File: src/rtl/core/thumb16_instruction_decoder_assert.svh
// Assertion macros for the Thumb decoder RTL.
// Depends on nothing; included inside the modules that check themselves.
`ifndef THUMB16_INSTRUCTION_DECODER_ASSERT_SVH
`define THUMB16_INSTRUCTION_DECODER_ASSERT_SVH

// Same-cycle implication, checked out of reset.
`define T16_ASSERT_NOW(label, clk, rst_n, ante, cons) \
    label: assert property (@(posedge clk) disable iff (!(rst_n)) (ante) |-> (cons)) \
        else $error("thumb16 decoder check failed");

// Next-cycle implication, checked out of reset.
`define T16_ASSERT_NEXT(label, clk, rst_n, ante, cons) \
    label: assert property (@(posedge clk) disable iff (!(rst_n)) (ante) |=> (cons)) \
        else $error("thumb16 decoder check failed");

`endif

File: src/rtl/core/t16dec_pkg.sv
// Shared types and codes for the Thumb 16-bit decoder.
// Used by t16dec_core and thumb16_instruction_decoder; no dependencies.
package t16dec_pkg;

    localparam int INSTR_W = 16;
    localparam int IMM_W   = 10;

    // format classes
    localparam logic [2:0] FMT_SHIFT_IMM = 3'd0;
    localparam logic [2:0] FMT_ADDSUB3   = 3'd1;
    localparam logic [2:0] FMT_IMM8      = 3'd2;
    localparam logic [2:0] FMT_ALU_REG   = 3'd3;
    localparam logic [2:0] FMT_HI_REG    = 3'd4;
    localparam logic [2:0] FMT_LDST_WB   = 3'd5;
    localparam logic [2:0] FMT_LDST_HALF = 3'd6;
    localparam logic [2:0] FMT_LDST_SP   = 3'd7;

    // top three opcode bits
    localparam logic [2:0] TOP_SHIFT_ADD = 3'd0;
    localparam logic [2:0] TOP_IMM8      = 3'd1;
    localparam logic [2:0] TOP_DATA      = 3'd2;
    localparam logic [2:0] TOP_LDST_WB   = 3'd3;
    localparam logic [2:0] TOP_LDST_HS   = 3'd4;

    // group selectors inside the data-processing space
    localparam logic [2:0] DP_ALU    = 3'd0;
    localparam logic [2:0] DP_HI_REG = 3'd1;

    localparam logic [1:0] SHIFT_LSL   = 2'd0;
    localparam logic [1:0] K_ADDSUB3   = 2'd3;
    localparam logic [3:0] ALU_RSB     = 4'd9;
    localparam logic [3:0] ALU_MUL     = 4'd13;
    localparam logic [1:0] HI_BX       = 2'd3;
    localparam logic [1:0] LDST_LDR    = 2'd1;
    localparam logic [3:0] REG_SP      = 4'd13;
    localparam logic [IMM_W-1:0] SHIFT_32 = IMM_W'(32);

    typedef struct packed {
        logic             valid_res;
        logic [2:0]       format;
        logic [3:0]       sub_op;
        logic [3:0]       reg_a;
        logic [3:0]       reg_b;
        logic [2:0]       reg_c;
        logic             has_reg_c;
        logic [IMM_W-1:0] imm;
        logic             has_imm;
    } t_dec_res;

endpackage

File: src/rtl/core/thumb16_instruction_decoder.sv
// Thumb 16-bit decoder, top level: request register, decode, result register.
// Depends on t16dec_pkg, t16dec_core and thumb16_instruction_decoder_assert.svh.
//
// One request per cycle: busy is always low, so a halfword is taken at every
// clock edge with start high. Its decode is on the result ports, with o_strobe
// high, for one cycle: the request register takes the halfword at acceptance,
// and the result register then takes its decode. The receiver cannot stall;
// results come out in request order, one per request. Undecoded encodings give
// o_valid_res low with every other field zero.
module thumb16_instruction_decoder
    import t16dec_pkg::*;
(
    input  logic               i_clk,
    input  logic               i_rst_n,
    input  logic               start,
    output logic               busy,
    input  logic [INSTR_W-1:0] i_instruction,
    output logic               o_strobe,
    output logic               o_valid_res,
    output logic [2:0]         o_format,
    output logic [3:0]         o_sub_op,
    output logic [3:0]         o_reg_a,
    output logic [3:0]         o_reg_b,
    output logic [2:0]         o_reg_c,
    output logic               o_has_reg_c,
    output logic [IMM_W-1:0]   o_imm,
    output logic               o_has_imm
);

    logic [INSTR_W-1:0] r_instr;
    logic               r_in_vld;
    t_dec_res           n_res;
    t_dec_res           r_res;
    logic               r_out_vld;

    assign busy = 1'b0;

    always_ff @(posedge i_clk) begin
        if (!i_rst_n) begin
            r_in_vld  <= 1'b0;
            r_out_vld <= 1'b0;
        end else begin
            r_in_vld  <= start && !busy;
            r_out_vld <= r_in_vld;
        end
    end

    // payload registers, no reset
    always_ff @(posedge i_clk) begin
        if (start && !busy) begin
            r_instr <= i_instruction;
        end
        if (r_in_vld) begin
            r_res <= n_res;
        end
    end

    t16dec_core u_core (
        .i_instr (r_instr),
        .o_res   (n_res)
    );

    assign o_strobe    = r_out_vld;
    assign o_valid_res = r_res.valid_res;
    assign o_format    = r_res.format;
    assign o_sub_op    = r_res.sub_op;
    assign o_reg_a     = r_res.reg_a;
    assign o_reg_b     = r_res.reg_b;
    assign o_reg_c     = r_res.reg_c;
    assign o_has_reg_c = r_res.has_reg_c;
    assign o_imm       = r_res.imm;
    assign o_has_imm   = r_res.has_imm;

`include "thumb16_instruction_decoder_assert.svh"

    `T16_ASSERT_NEXT(a_req_to_result, i_clk, i_rst_n, start && !busy, ##1 o_strobe)
    `T16_ASSERT_NEXT(a_result_has_req, i_clk, i_rst_n, !r_in_vld, !o_strobe)
    `T16_ASSERT_NOW(a_invalid_zero, i_clk, i_rst_n, o_strobe && !o_valid_res,
        o_format == 3'd0 && o_sub_op == 4'd0 && o_reg_a == 4'd0 && o_reg_b == 4'd0 &&
        o_reg_c == 3'd0 && !o_has_reg_c && o_imm == '0 && !o_has_imm)
    `T16_ASSERT_NOW(a_reg_c_formats, i_clk, i_rst_n, o_strobe && o_has_reg_c,
        o_format == FMT_ADDSUB3 || o_format == FMT_ALU_REG)

endmodule

File: src/rtl/core/t16dec_core.sv
// Combinational decode of one Thumb halfword into a t_dec_res record.
// Depends on t16dec_pkg.
module t16dec_core
    import t16dec_pkg::*;
(
    input  logic [INSTR_W-1:0] i_instr,
    output t_dec_res           o_res
);

    logic [2:0] top3;
    logic [4:0] sh;

    assign top3 = i_instr[15:13];
    assign sh   = i_instr[10:6];

    always_comb begin
        o_res = '0;
        unique case (top3)
            TOP_SHIFT_ADD: begin
                o_res.valid_res = 1'b1;
                o_res.reg_a     = {1'b0, i_instr[2:0]};
                o_res.reg_b     = {1'b0, i_instr[5:3]};
                if (i_instr[12:11] == K_ADDSUB3) begin
                    o_res.format = FMT_ADDSUB3;
                    o_res.sub_op = {2'b00, i_instr[10:9]};
                    if (i_instr[10]) begin
                        o_res.imm     = {7'd0, i_instr[8:6]};
                        o_res.has_imm = 1'b1;
                    end else begin
                        o_res.reg_c     = i_instr[8:6];
                        o_res.has_reg_c = 1'b1;
                    end
                end else begin
                    o_res.format = FMT_SHIFT_IMM;
                    o_res.sub_op = {2'b00, i_instr[12:11]};
                    if (i_instr[12:11] == SHIFT_LSL) begin
                        // LSL #0 is MOVS
                        o_res.imm     = {5'd0, sh};
                        o_res.has_imm = (sh != 5'd0);
                    end else begin
                        // zero field encodes a shift of 32
                        o_res.imm     = (sh == 5'd0) ? SHIFT_32 : {5'd0, sh};
                        o_res.has_imm = 1'b1;
                    end
                end
            end
            TOP_IMM8: begin
                o_res.valid_res = 1'b1;
                o_res.format    = FMT_IMM8;
                o_res.sub_op    = {2'b00, i_instr[12:11]};
                o_res.reg_a     = {1'b0, i_instr[10:8]};
                o_res.imm       = {2'd0, i_instr[7:0]};
                o_res.has_imm   = 1'b1;
            end
            TOP_DATA: begin
                if (i_instr[12:10] == DP_ALU) begin
                    o_res.valid_res = 1'b1;
                    o_res.format    = FMT_ALU_REG;
                    o_res.sub_op    = i_instr[9:6];
                    o_res.reg_a     = {1'b0, i_instr[2:0]};
                    o_res.reg_b     = {1'b0, i_instr[5:3]};
                    if (i_instr[9:6] == ALU_RSB) begin
                        o_res.has_imm = 1'b1;
                    end else if (i_instr[9:6] == ALU_MUL) begin
                        o_res.reg_c     = i_instr[2:0];
                        o_res.has_reg_c = 1'b1;
                    end
                end else if (i_instr[12:10] == DP_HI_REG && i_instr[9:8] != HI_BX) begin
                    o_res.valid_res = 1'b1;
                    o_res.format    = FMT_HI_REG;
                    o_res.sub_op    = {2'b00, i_instr[9:8]};
                    o_res.reg_a     = {i_instr[7], i_instr[2:0]};
                    o_res.reg_b     = i_instr[6:3];
                end
            end
            TOP_LDST_WB: begin
                o_res.valid_res = 1'b1;
                o_res.format    = FMT_LDST_WB;
                o_res.sub_op    = {2'b00, i_instr[12:11]};
                o_res.reg_a     = {1'b0, i_instr[2:0]};
                o_res.reg_b     = {1'b0, i_instr[5:3]};
                // word forms scale by 4, byte forms do not
                o_res.imm       = (i_instr[12:11] <= LDST_LDR) ? {3'd0, sh, 2'b00}
                                                              : {5'd0, sh};
                o_res.has_imm   = 1'b1;
            end
            TOP_LDST_HS: begin
                o_res.valid_res = 1'b1;
                o_res.sub_op    = {3'b000, i_instr[11]};
                o_res.has_imm   = 1'b1;
                if (!i_instr[12]) begin
                    o_res.format = FMT_LDST_HALF;
                    o_res.reg_a  = {1'b0, i_instr[2:0]};
                    o_res.reg_b  = {1'b0, i_instr[5:3]};
                    o_res.imm    = {4'd0, sh, 1'b0};
                end else begin
                    o_res.format = FMT_LDST_SP;
                    o_res.reg_a  = {1'b0, i_instr[10:8]};
                    o_res.reg_b  = REG_SP;
                    o_res.imm    = {i_instr[7:0], 2'b00};
                end
            end
            default: begin
                o_res = '0;
            end
        endcase
    end

endmodule

File: config.mk
export PLATFORM = sky130hd
export DESIGN_NAME = thumb16_instruction_decoder
export DESIGN_NICKNAME = d
export VERILOG_FILES = /design/src/rtl/core/t16dec_pkg.sv /design/src/rtl/core/thumb16_instruction_decoder.sv /design/src/rtl/core/t16dec_core.sv
export VERILOG_INCLUDE_DIRS = /design/src /design/src/rtl/core
export SDC_FILE = /design/constraint.sdc
export NUM_CORES = 1
export LEC_CHECK = 0
export ABC_CLOCK_PERIOD_IN_PS = 2200
export BUFFER_PORTS_ARGS = -buffer_cell sky130_fd_sc_hd__buf_4
export CAP_MARGIN = 10
export CORE_ASPECT_RATIO = 1.75
export CORE_UTILIZATION = 54
export CTS_CLUSTER_SIZE = 28
export DETAILED_ROUTE_END_ITERATION = 7
export HOLD_SLACK_MARGIN = 0.02
export MAX_ROUTING_LAYER = met4
export PLACE_DENSITY = 0.79
export REMOVE_ABC_BUFFERS = 1
export SYNTH_ARGS = -nofsm -noshare
export SYNTH_HDL_FRONTEND = slang
export SYNTH_HIERARCHICAL = 1
export SYNTH_SLANG_ARGS = --single-unit
export TNS_END_PERCENT = 10
File: constraint.sdc
create_clock -name i_clk -period 2.2 [get_ports i_clk]
set_input_delay 0.33 -clock i_clk [delete_from_list [all_inputs] [get_ports i_clk]]
set_output_delay 0.33 -clock i_clk [all_outputs]
set_load 0.005 [all_outputs]
==> impl_metrics.csv <==
group,metric,value,unit
die,start_util,56.2,%
place,gp_congestion,1.02,
route,drc,0,
global_routing,grt_antenna_before_repair,0,
power,power_per_cell_area,674,nW/µm²
route,drt_wl_total,4.98,mm
synthesis,synth-seq-area-share,59.2,%
worst_setup_path,cp_slowest_cell,"edfxtp_1",
clocking,tritoncts,"built",
synthesis,yosysWarnings,6,
global_routing,grt_pass1_vias,1696,
job,maxCapViolCount,0,
worst_setup_path,path_class,"register to register",
route,wire_per_inst,16.3,µm
clocking,cts_sinks,49,
clocking,cts_setup_buffers,0,
die,core,4360,µm²
sta,worst_pin_slew,0.584,ns
synthesis,synth.distinct_cells,47,
clocking,h-tree-depth,2,
place,port_buffers,50,
cells_and_area,final_cell_mix,"buf_4, edfxtp_1, o21ai_0",
clocking,clock_latency,0.30,ns
synthesis,synth_flop_cell,"edfxtp_1",
synthesis,synth_edf_count,47,
sta,setup_tns,0,ns
sta,fin_skew,0.00485,ns
worst_setup_path,end_kind,"register",
die,die-area,4830,µm²
die,num_io_pins,52,
global_routing,grt_max_degree,33,
status,outcome,"completed",
global_routing,grt_pass1_wl,7.85,mm
worst_setup_path,worstPathArrival,2.02,ns
cells_and_area,area_delta_synth_final,20.3,%
sta,setup_viol,0,
synthesis,yosys_register_bits,49,
route,drt_iter0_drc,122,
cells_and_area,layout.cells.most_common,"buf_4",
sta,rsz0062_at_grt,"false",
sta,post-route-period-util,85.5,%
clocking,post_cts_resized,0,
sta,drv_slew,0,
worst_setup_path,slowest_delay,0.65,ns
route,drtPass1Iterations,5,
place,dpl.hpwl,3.60,mm
die,die_x,52.9,µm
route,viasPerCell,6.01,
power,p_leak,1.11,nW
cells_and_area,fill_cells,342,
clocking,holdBufCountCts,0,
sta,setup_slack,0.318,ns
route,num_vias,1838,
clocking,numCtsBuffers,5,
clocking,clockBufferDepth,2,
cells_and_area,antennaDiodeCount,0,
cells_and_area,drive_above_1_share,29.0,%
power,irDropWorstVdd,623,µV
worst_setup_path,startpoint_type,"register",
global_routing,grt_util_all_layers,23.2,%
worst_setup_path,cp_cell_sequence,"buf_4 > nor3b_1 > nand2_1 > o21ai_0",
synthesis,synth_cells,208,
cells_and_area,finalNetCount,273,
place,dp_slack,0.376,ns
sta,period_needed,1.88,ns
sta,finalHoldViolCount,0,
synthesis,avgSynthCellArea,11.8,µm²
global_routing,grt_overflow,0,
synthesis,synth-async-reset-ratio,0,%
die,die_h,91.1,µm
route,antenna_left,0,
worst_setup_path,critPathMaxFanout,23,
synthesis,syn_area,2450,µm²
cells_and_area,final_util,67.6,%
clocking,clk_pin_slew,0.08,ns
clocking,clockRootBuffer,"clkbuf_8",
worst_hold_path,min_path_type,"input pin to register",
sta,slew_headroom,61.1,%
worst_setup_path,worstPathRequired,2.33,ns
die,rows,32,
sta,fmax,531,MHz
power,p_total,1.99,mW
stage by stage:
step | cell area, µm² | std cells | hold WS [ns]
global route | 2950 | 306 | 0.194
floorplan | 2360 | 188 | 0.429
global placement | 2870 | 298 | 0.508
detailed placement | 2870 | 298 | 0.509
CTS | 2950 | 306 | 0.197
finish | 2950 | 306 | 0.204
area by class of cell:
class	count	area (µm²)	area share [%]
multi-input combinational	133	886	30.0
tap	51	63.8	2.16
clock inverter	2	10.0	0.339
clock buffer	6	72.6	2.46
inverter	6	22.5	0.764
sequential	49	1450	49.2
timing repair buffer	59	443	15.0
report_power, final:
part | switching [mW] | internal, mW | total, mW
logic | 0.157 | 0.165 | 0.322
registers | 0.0686 | 1.10 | 1.17
clock network | 0.273 | 0.220 | 0.493
routing by layer:
layer / share of wire [%] / track usage [%]
met2: 55 / 37.7
met1: 37 / 26.3
met5: 0 / -
met4: 3.4 / 13.2
met3: 5.3 / 3.52
flip-flops by register name, summed over array words and instances (netlist names):
name / count
o_sub_op: 4
o_reg_a: 4
r_instr: 16
r_in_vld: 1
o_has_imm: 1
o_has_reg_c: 1
o_valid_res: 1
o_imm: 10
o_reg_c: 3
o_reg_b: 4
o_strobe: 1
o_format: 3
final timing paths:
kind | startpoint | end | slack, ns | cells past startpoint
worst max-delay path | r_instr[15] | o_imm[0] | 0.32 | 4
worst min register to register | r_instr[5] | o_imm[5] | 0.63 | 2
worst max register to register | r_instr[15] | o_imm[0] | 0.32 | 4
worst min-delay path | i_instruction[2] | r_instr[2] | 0.20 | 1
critical path, delay by kind of cell (launching register included):
family          cells  cell delay [ns]
compound gates      1             0.11
buf+inv             1             0.32
flops               1             0.65
simple gates        2             0.64
logic make-up (layout without fill, tap and decap cells):
| kind of cell | count (synthesis) | in the layout | share of synthesized area, % |
|---|---|---|---|
| buffers and inverters | 26 | 73 | 4.69 |
| XOR/XNOR | 2 | 2 | 0.714 |
| AND/OR/NAND/NOR | 74 | 74 | 18.9 |
| AO/OA/AOI/OAI | 50 | 50 | 13.7 |
| other | 1 | 1 | 0.153 |
| flip-flops | 49 | 49 | 59.2 |
| multiplexers | 6 | 6 | 2.60 |
synth_stat cells (all sizes together), types with 4 or more instances:
cell type  instances  area share, %
inv                6           0.92
nand2b             4            1.0
a211oi             6            1.8
nor2               9            1.4
nor2b             11            2.8
nand2             11            1.7
a21oi              8            1.6
a32oi              5            1.8
clkbuf            15            2.4
edfxtp            47             58
buf                5            1.4
nor3b              5            1.5
o21ai             13            2.7
and3               4            1.0
No activity file was read; power rests on OpenSTA's default activity.
